[config.mk]
export PLATFORM = sky130hd
export DESIGN_NAME = stable_priority_queue_unit
export DESIGN_NICKNAME = d
export VERILOG_FILES = /design/src/hdl/spq_pkg.sv /design/src/hdl/spq_cell.sv /design/src/hdl/stable_priority_queue_unit.sv
export SDC_FILE = /design/constraint.sdc
export NUM_CORES = 2
export LEC_CHECK = 0
export BUFFER_PORTS_ARGS = -buffer_cell sky130_fd_sc_hd__buf_2
export CAP_MARGIN = 20
export CELL_PAD_IN_SITES_DETAIL_PLACEMENT = 0
export CELL_PAD_IN_SITES_GLOBAL_PLACEMENT = 1
export CORE_MARGIN = 2
export CORE_UTILIZATION = 51
export DETAILED_ROUTE_END_ITERATION = 16
export PLACE_DENSITY = 0.92
export RECOVER_POWER = 50
export SYNTH_ARGS = -nofsm -noshare
export SYNTH_HDL_FRONTEND = slang
export SYNTH_SLANG_ARGS = --single-unit
[constraint.sdc]
create_clock -name clk -period 13.25 [get_ports clk]
set_input_delay 3.3125 -clock clk [delete_from_list [all_inputs] [get_ports clk]]
set_output_delay 3.3125 -clock clk [all_outputs]
set_load 0.05 [all_outputs]
[src/hdl/spq_pkg.sv]
// shared types and constants for the stable priority queue
`timescale 1ns / 1ps
`default_nettype none
package spq_pkg;

  // default number of cells in the chain
  localparam int DEPTH_DEF = 16;

  // field widths
  localparam int ID_W  = 16;
  localparam int REQ_W = 37;
  localparam int PRI_W = 4;
  localparam int TYP_W = 2;
  localparam int DST_W = 16;
  localparam int OCC_W = 5;

  // item kind codes
  typedef enum logic {
    KIND_INSERT = 1'b0,
    KIND_POP    = 1'b1
  } kind_t;

  // result status codes
  typedef enum logic [1:0] {
    ST_INSERTED = 2'd0,
    ST_POPPED   = 2'd1,
    ST_EMPTY    = 2'd2,
    ST_FULL     = 2'd3
  } status_t;

  // operation broadcast to every cell
  typedef enum logic [1:0] {
    OP_HOLD   = 2'd0,
    OP_INSERT = 2'd1,
    OP_POP    = 2'd2
  } op_t;

  // one stored record
  typedef struct packed {
    logic [ID_W-1:0]  record_id;
    logic [REQ_W-1:0] requester;
    logic [PRI_W-1:0] priority_val;
    logic [TYP_W-1:0] incident_type;
    logic [DST_W-1:0] district;
  } rec_t;

  // control shared by all cells
  typedef struct packed {
    op_t  op;
    rec_t rec;
  } cell_ctrl_t;

endpackage
`default_nettype wire

[src/hdl/spq_cell.sv]
// one cell of the sorted shift chain: holds a record and moves with its neighbors
`timescale 1ns / 1ps
`default_nettype none
module spq_cell (
  input  wire                      clk,
  input  wire spq_pkg::cell_ctrl_t ctrl,
  input  wire                      occupied,
  input  wire                      prev_ge,
  input  wire spq_pkg::rec_t       left_rec,
  input  wire spq_pkg::rec_t       right_rec,
  output spq_pkg::rec_t            rec,
  output logic                     ge
);

  spq_pkg::rec_t rec_r;
  spq_pkg::rec_t rec_nxt;

  // this cell holds a record that stays ahead of the new one
  assign ge  = occupied && (rec_r.priority_val >= ctrl.rec.priority_val);
  assign rec = rec_r;

  // keep, take the new record, or shift from a neighbor
  always_comb begin
    rec_nxt = rec_r;
    case (ctrl.op)
      spq_pkg::OP_INSERT: begin
        if (ge) begin
          rec_nxt = rec_r;
        end else if (prev_ge) begin
          rec_nxt = ctrl.rec;
        end else begin
          rec_nxt = left_rec;
        end
      end
      spq_pkg::OP_POP: begin
        rec_nxt = right_rec;
      end
      default: begin
        rec_nxt = rec_r;
      end
    endcase
  end

  // record storage
  always_ff @(posedge clk) begin
    rec_r <= rec_nxt;
  end

endmodule
`default_nettype wire

[src/hdl/stable_priority_queue_unit.sv]
// top level of the stable priority queue: cell chain, count and result register
//
// usage
//   input channel: drive start high with in_kind and the record fields; the item
//   is taken at a rising edge where start is high and busy is low. in_kind 0
//   inserts the record behind all stored records of equal or higher priority,
//   in_kind 1 removes the head record.
//   result channel: in the cycle after an item is taken, out_valid is high for
//   exactly one cycle with out_status, the popped record fields (zero unless a
//   record was popped) and out_occupancy, the record count after the item.
//   throughput: one item per cycle while busy is low; every cell compares its
//   priority with the new record and loads, holds or shifts in the same cycle,
//   so no item waits on another.
//   reset: rst_n low empties the queue and holds busy high; stored records
//   are not cleared, only the count is. the receiver cannot stall: each result
//   is shown once and must be taken in that cycle.
//   a full queue drops an insert with status 3; a pop on empty gives status 2.
`timescale 1ns / 1ps
`default_nettype none
module stable_priority_queue_unit #(
  parameter int DEPTH = spq_pkg::DEPTH_DEF
) (
  input  wire                        clk,
  input  wire                        rst_n,
  input  wire                        start,
  output logic                       busy,
  input  wire                        in_kind,
  input  wire [spq_pkg::ID_W-1:0]    in_record_id,
  input  wire [spq_pkg::REQ_W-1:0]   in_requester_code,
  input  wire [spq_pkg::PRI_W-1:0]   in_priority_req,
  input  wire [spq_pkg::TYP_W-1:0]   in_incident_type,
  input  wire [spq_pkg::DST_W-1:0]   in_district_id,
  output logic                       out_valid,
  output logic [1:0]                 out_status,
  output logic [spq_pkg::ID_W-1:0]   out_record_id,
  output logic [spq_pkg::REQ_W-1:0]  out_requester_code,
  output logic [spq_pkg::PRI_W-1:0]  out_priority,
  output logic [spq_pkg::TYP_W-1:0]  out_incident_type,
  output logic [spq_pkg::DST_W-1:0]  out_district_id,
  output logic [spq_pkg::OCC_W-1:0]  out_occupancy
);

  localparam int CW = $clog2(DEPTH + 1);
  localparam logic [CW-1:0] FULL_CNT = CW'(DEPTH);

  logic [CW-1:0]       count_r;
  logic [CW-1:0]       count_nxt;
  logic                accept;
  spq_pkg::cell_ctrl_t ctrl;
  spq_pkg::status_t    status_nxt;
  spq_pkg::rec_t       pop_rec;
  spq_pkg::rec_t       cell_rec [DEPTH];
  logic [DEPTH-1:0]    cell_ge;

  logic                out_valid_r;
  spq_pkg::status_t    status_r;
  spq_pkg::rec_t       out_rec_r;
  logic [CW-1:0]       occ_r;
  logic [CW+spq_pkg::OCC_W-1:0] occ_wide;

  assign busy   = ~rst_n;
  assign accept = start && !busy;

  // decode the item into a cell operation and its result
  always_comb begin
    ctrl.op                = spq_pkg::OP_HOLD;
    ctrl.rec.record_id     = in_record_id;
    ctrl.rec.requester     = in_requester_code;
    ctrl.rec.priority_val  = in_priority_req;
    ctrl.rec.incident_type = in_incident_type;
    ctrl.rec.district      = in_district_id;
    count_nxt              = count_r;
    status_nxt             = spq_pkg::ST_INSERTED;
    pop_rec                = '0;
    if (accept) begin
      if (in_kind == spq_pkg::KIND_INSERT) begin
        if (count_r == FULL_CNT) begin
          status_nxt = spq_pkg::ST_FULL;
        end else begin
          ctrl.op    = spq_pkg::OP_INSERT;
          count_nxt  = count_r + 1'b1;
          status_nxt = spq_pkg::ST_INSERTED;
        end
      end else begin
        if (count_r == '0) begin
          status_nxt = spq_pkg::ST_EMPTY;
        end else begin
          ctrl.op    = spq_pkg::OP_POP;
          count_nxt  = count_r - 1'b1;
          status_nxt = spq_pkg::ST_POPPED;
          pop_rec    = cell_rec[0];
        end
      end
    end
  end

  // chain of cells, head at index zero
  for (genvar i = 0; i < DEPTH; i++) begin : g_cell
    spq_pkg::rec_t left_rec;
    spq_pkg::rec_t right_rec;
    logic          prev_ge;

    if (i == 0) begin : g_head
      assign left_rec = ctrl.rec;
      assign prev_ge  = 1'b1;
    end else begin : g_body
      assign left_rec = cell_rec[i-1];
      assign prev_ge  = cell_ge[i-1];
    end

    if (i == DEPTH - 1) begin : g_tail
      assign right_rec = cell_rec[i];
    end else begin : g_inner
      assign right_rec = cell_rec[i+1];
    end

    spq_cell u_cell (
      .clk       (clk),
      .ctrl      (ctrl),
      .occupied  (CW'(i) < count_r),
      .prev_ge   (prev_ge),
      .left_rec  (left_rec),
      .right_rec (right_rec),
      .rec       (cell_rec[i]),
      .ge        (cell_ge[i])
    );
  end

  // record count and result strobe
  always_ff @(posedge clk) begin
    if (!rst_n) begin
      count_r     <= '0;
      out_valid_r <= 1'b0;
    end else begin
      count_r     <= count_nxt;
      out_valid_r <= accept;
    end
  end

  // result payload
  always_ff @(posedge clk) begin
    if (accept) begin
      status_r  <= status_nxt;
      out_rec_r <= pop_rec;
      occ_r     <= count_nxt;
    end
  end

  // occupancy keeps its low five bits
  assign occ_wide = {{spq_pkg::OCC_W{1'b0}}, occ_r};

  assign out_valid          = out_valid_r;
  assign out_status         = status_r;
  assign out_record_id      = out_rec_r.record_id;
  assign out_requester_code = out_rec_r.requester;
  assign out_priority       = out_rec_r.priority_val;
  assign out_incident_type  = out_rec_r.incident_type;
  assign out_district_id    = out_rec_r.district;
  assign out_occupancy      = occ_wide[spq_pkg::OCC_W-1:0];

endmodule
`default_nettype wire

==> results by group <==
Clock network
  – TritonCTS clock tree: yes
  – Clk root buf: clkbuf_16
  – Skew-Pair Late Insertion Delay: 0.77 ns
  – TritonCTS buffer count: 137
  – PostCTS Resize Cnt: 0
  – Postcts setup bufs: 0
  – CTS Buffer Depth: 3
  – H-tree Lvls: 4
  – CTS clock-pin slew for the worst setup and hold paths: 0.06 ns
  – # clock sinks: 1288
  – Hold-fix buffers at CTS: 0

GRT
  – Vias in the first global route: 46400
  – Largest net degree at the start of global routing: 271
  – First-pass GRT wire length: 291000 um
  – GRT Overall Usage: 30.0%
  – GR Overflow Total: 0
  – Antenna violations before repair: 26

Placed design
  – RD Place Congestion: 0.872
  – Post-Place Worst Slack: 5.53 ns
  – Port Buf Inserts: 162
  – Hpwl dp: 102000 um
  – Placed Area: 65500 um^2

Min path
  – Hold Crit Class: reg -> reg

STA
  – Slew Limit Fails: 688
  – Total Negative Setup Slacks: 0 ns
  – Worst hold slack: 0.545 ns
  – Final hold vios: 0
  – Max Clk Rate: 0.0977 GHz
  – Min cycle time layout: 10.23 ns
  – Worst-Margin Slew: 4.23 ns
  – Ratio of final minimum period to clock period: 77.2%
  – Setup violators final: 0
  – Final WS setup: 3.02 ns
  – Unrepaired setup endpoints after global routing: false
  – Final Skew: 0.0303 ns
  – Worst slew margin: -182%

Power
  – Maximum resistive drop on vdd: 0.170 mV
  – PwrDens: 162 nW/um^2
  – P_leak: 23.6 nW

Yosys
  – Sequential area share after synthesis: 60.2%
  – Synth Flop Type: edfxtp_1
  – Cells after Synth: 6004
  – Synth Register Bits: 1288
  – Cell area after synthesis: 64100 um^2
  – Syn nets: 6151
  – Synth cell types: 55
  – EDFF count, synth: 1282
  – Yosys warns: 0
  – Avg Synthesized Cell Area: 10.7 um^2
  – Ys async rst share: 0%

Setup path
  – CP Launch Type: primary input
  – Worst-path maximum fanout: 41
  – CP Class: in -> reg
  – CP arrival: 10.62 ns
  – CP delay by family, top: buffers and inverters
  – Setup crit end kind: flip-flop
  – CP max stage delay: 2.26 ns
  – Most common cell on crit path: clkbuf_1
  – Critical Path RT: 13.64 ns
  – CP max-delay cell: clkbuf_1
  – Worst Path Buf+Inv: 5
  – Worst-path cell chain: clkbuf_1 -> o21a_1 -> clkbuf_1 -> o21ai_4 -> buf_4 -> a21oi_1 -> clkbuf_1 -> buf_4

Floorplan
  – Core ar.: 125000 um^2
  – Starting Density: 51.2%
  – Die X: 359 um
  – Die Y: 359 um
  – DIE AREA: 129000 um^2
  – I/O Pins: 163
  – # rows: 130

Cells and area
  – Footprint of the multi-input gates: 22800 um^2
  – Syn-to-layout area delta: 8.50%
  – Final Cell Area: 69600 um^2
  – Commonest non-fill, non-tap cell in the layout: edfxtp_1
  – Storage cell area: 38600 um^2
  – Layout cells sized above 1: 8.86%
  – # fillers: 10500
  – Commonest cells after routing, fill and taps aside: 1282 x edfxtp_1, 1245 x nand2_1, 791 x a21oi_1, 439 x nand3_1, 408 x nor2_1
  – Nets@finish: 6005

Detailed routing
  – Initial DRC Count: 7692
  – Wire per inst: 25.9 um
  – Via count of the routed design: 49600
  – WL final: 197000 um
  – Vias per Instance: 6.51
  – Final ANT Viol Nets: 0
  – Pre-antenna DRT Iters: 6
  – Final routed DRC violation total: 0

Run status
  – Status: finished, violations left
  – Failing checks: capacitance limit, slew limit

Flow run
  – Maximum Capacitance Violations: 21
## path summary, 6_finish.rpt
kind / cells after the start / end / slack, ns / start
setup / recovery: 8 / g_cell[5].u_cell.rec[42] / 3.02 / in_kind
hold / removal: 2 / g_cell[0].u_cell.rec[29] / 0.54 / g_cell[1].u_cell.rec[29]
setup reg to reg: 10 / g_cell[5].u_cell.rec[42] / 4.65 / count_r[1]
hold reg to reg: 2 / g_cell[0].u_cell.rec[29] / 0.54 / g_cell[1].u_cell.rec[29]
## layer usage
metal,vias up,track usage (%),part of all wire (%)
met5,-,0,0.093
met4,28,10.4,3.6
met3,534,6.71,13
met2,3337,45.1,44
met1,24100,42.9,39
li1,21600,-,-
## flip-flops by register name, indices dropped and copies added (netlist names)
name and flops:
g_cell.u_cell.rec 1200, out_requester_code 37, out_district_id 16, out_record_id 16
count_r 5, out_occupancy 5, out_priority 4, out_incident_type 2
out_status 2, out_valid 1
## power breakdown
group | switching, mW | internal, mW
clock | 1.69 | 2.21
sequential | 0.177 | 5.08
combinational | 1.49 | 0.625
total | 3.36 | 7.91
## cells in the mapped netlist (all sizes together), types with 12 or more instances
master | n | area, um^2
a21oi | 795 | 3980
and2 | 77 | 482
buf | 308 | 1700
clkbuf | 243 | 916
edfxtp | 1282 | 38500
ha | 68 | 851
inv | 29 | 109
mux2 | 76 | 856
mux2i | 225 | 2250
nand2 | 1272 | 5130
nand3 | 439 | 2200
nor2 | 408 | 1530
o211ai | 438 | 3590
o21ai | 265 | 1340
o221ai | 12 | 105
## per-stage QoR
step	utilization, %	instances	power [mW]
2_1_floorplan	-	6004	6.76
3_3_place_gp	52.3	7366	7.32
3_5_place_dp	52.3	7366	7.40
4_1_cts	55.9	7609	11.3
5_1_grt	55.6	7615	11.6
6_report	55.6	7619	11.3
## tightest hold or removal path, cell delays in order (launching register included)
cell and delay (ns):
edfxtp_1 0.34, nand2_1 0.05, nand2_1 0.05
## cell type report
| cell class | count | area share [%] |
|---|---|---|
| sequential | 1288 | 55.5 |
| multi-input combinational | 4136 | 32.8 |
| clock buffer | 160 | 5.17 |
| tap | 1650 | 2.97 |
| timing repair buffer | 266 | 2.20 |
| clock inverter | 83 | 1.20 |
| inverter | 29 | 0.158 |
| antenna | 7 | 0.0252 |
## kinds of logic after synthesis
family,count (synthesis),synth area share [%]
AO/OA/AOI/OAI,1543,14.5
multiplexers,301,4.85
buffers and inverters,580,4.25
adder cells (fa/ha/maj),68,1.33
flip-flops,1288,60.2
XOR/XNOR,2,0.0273
AND/OR/NAND/NOR,2222,14.8
(Power assumes the default switching activity.)
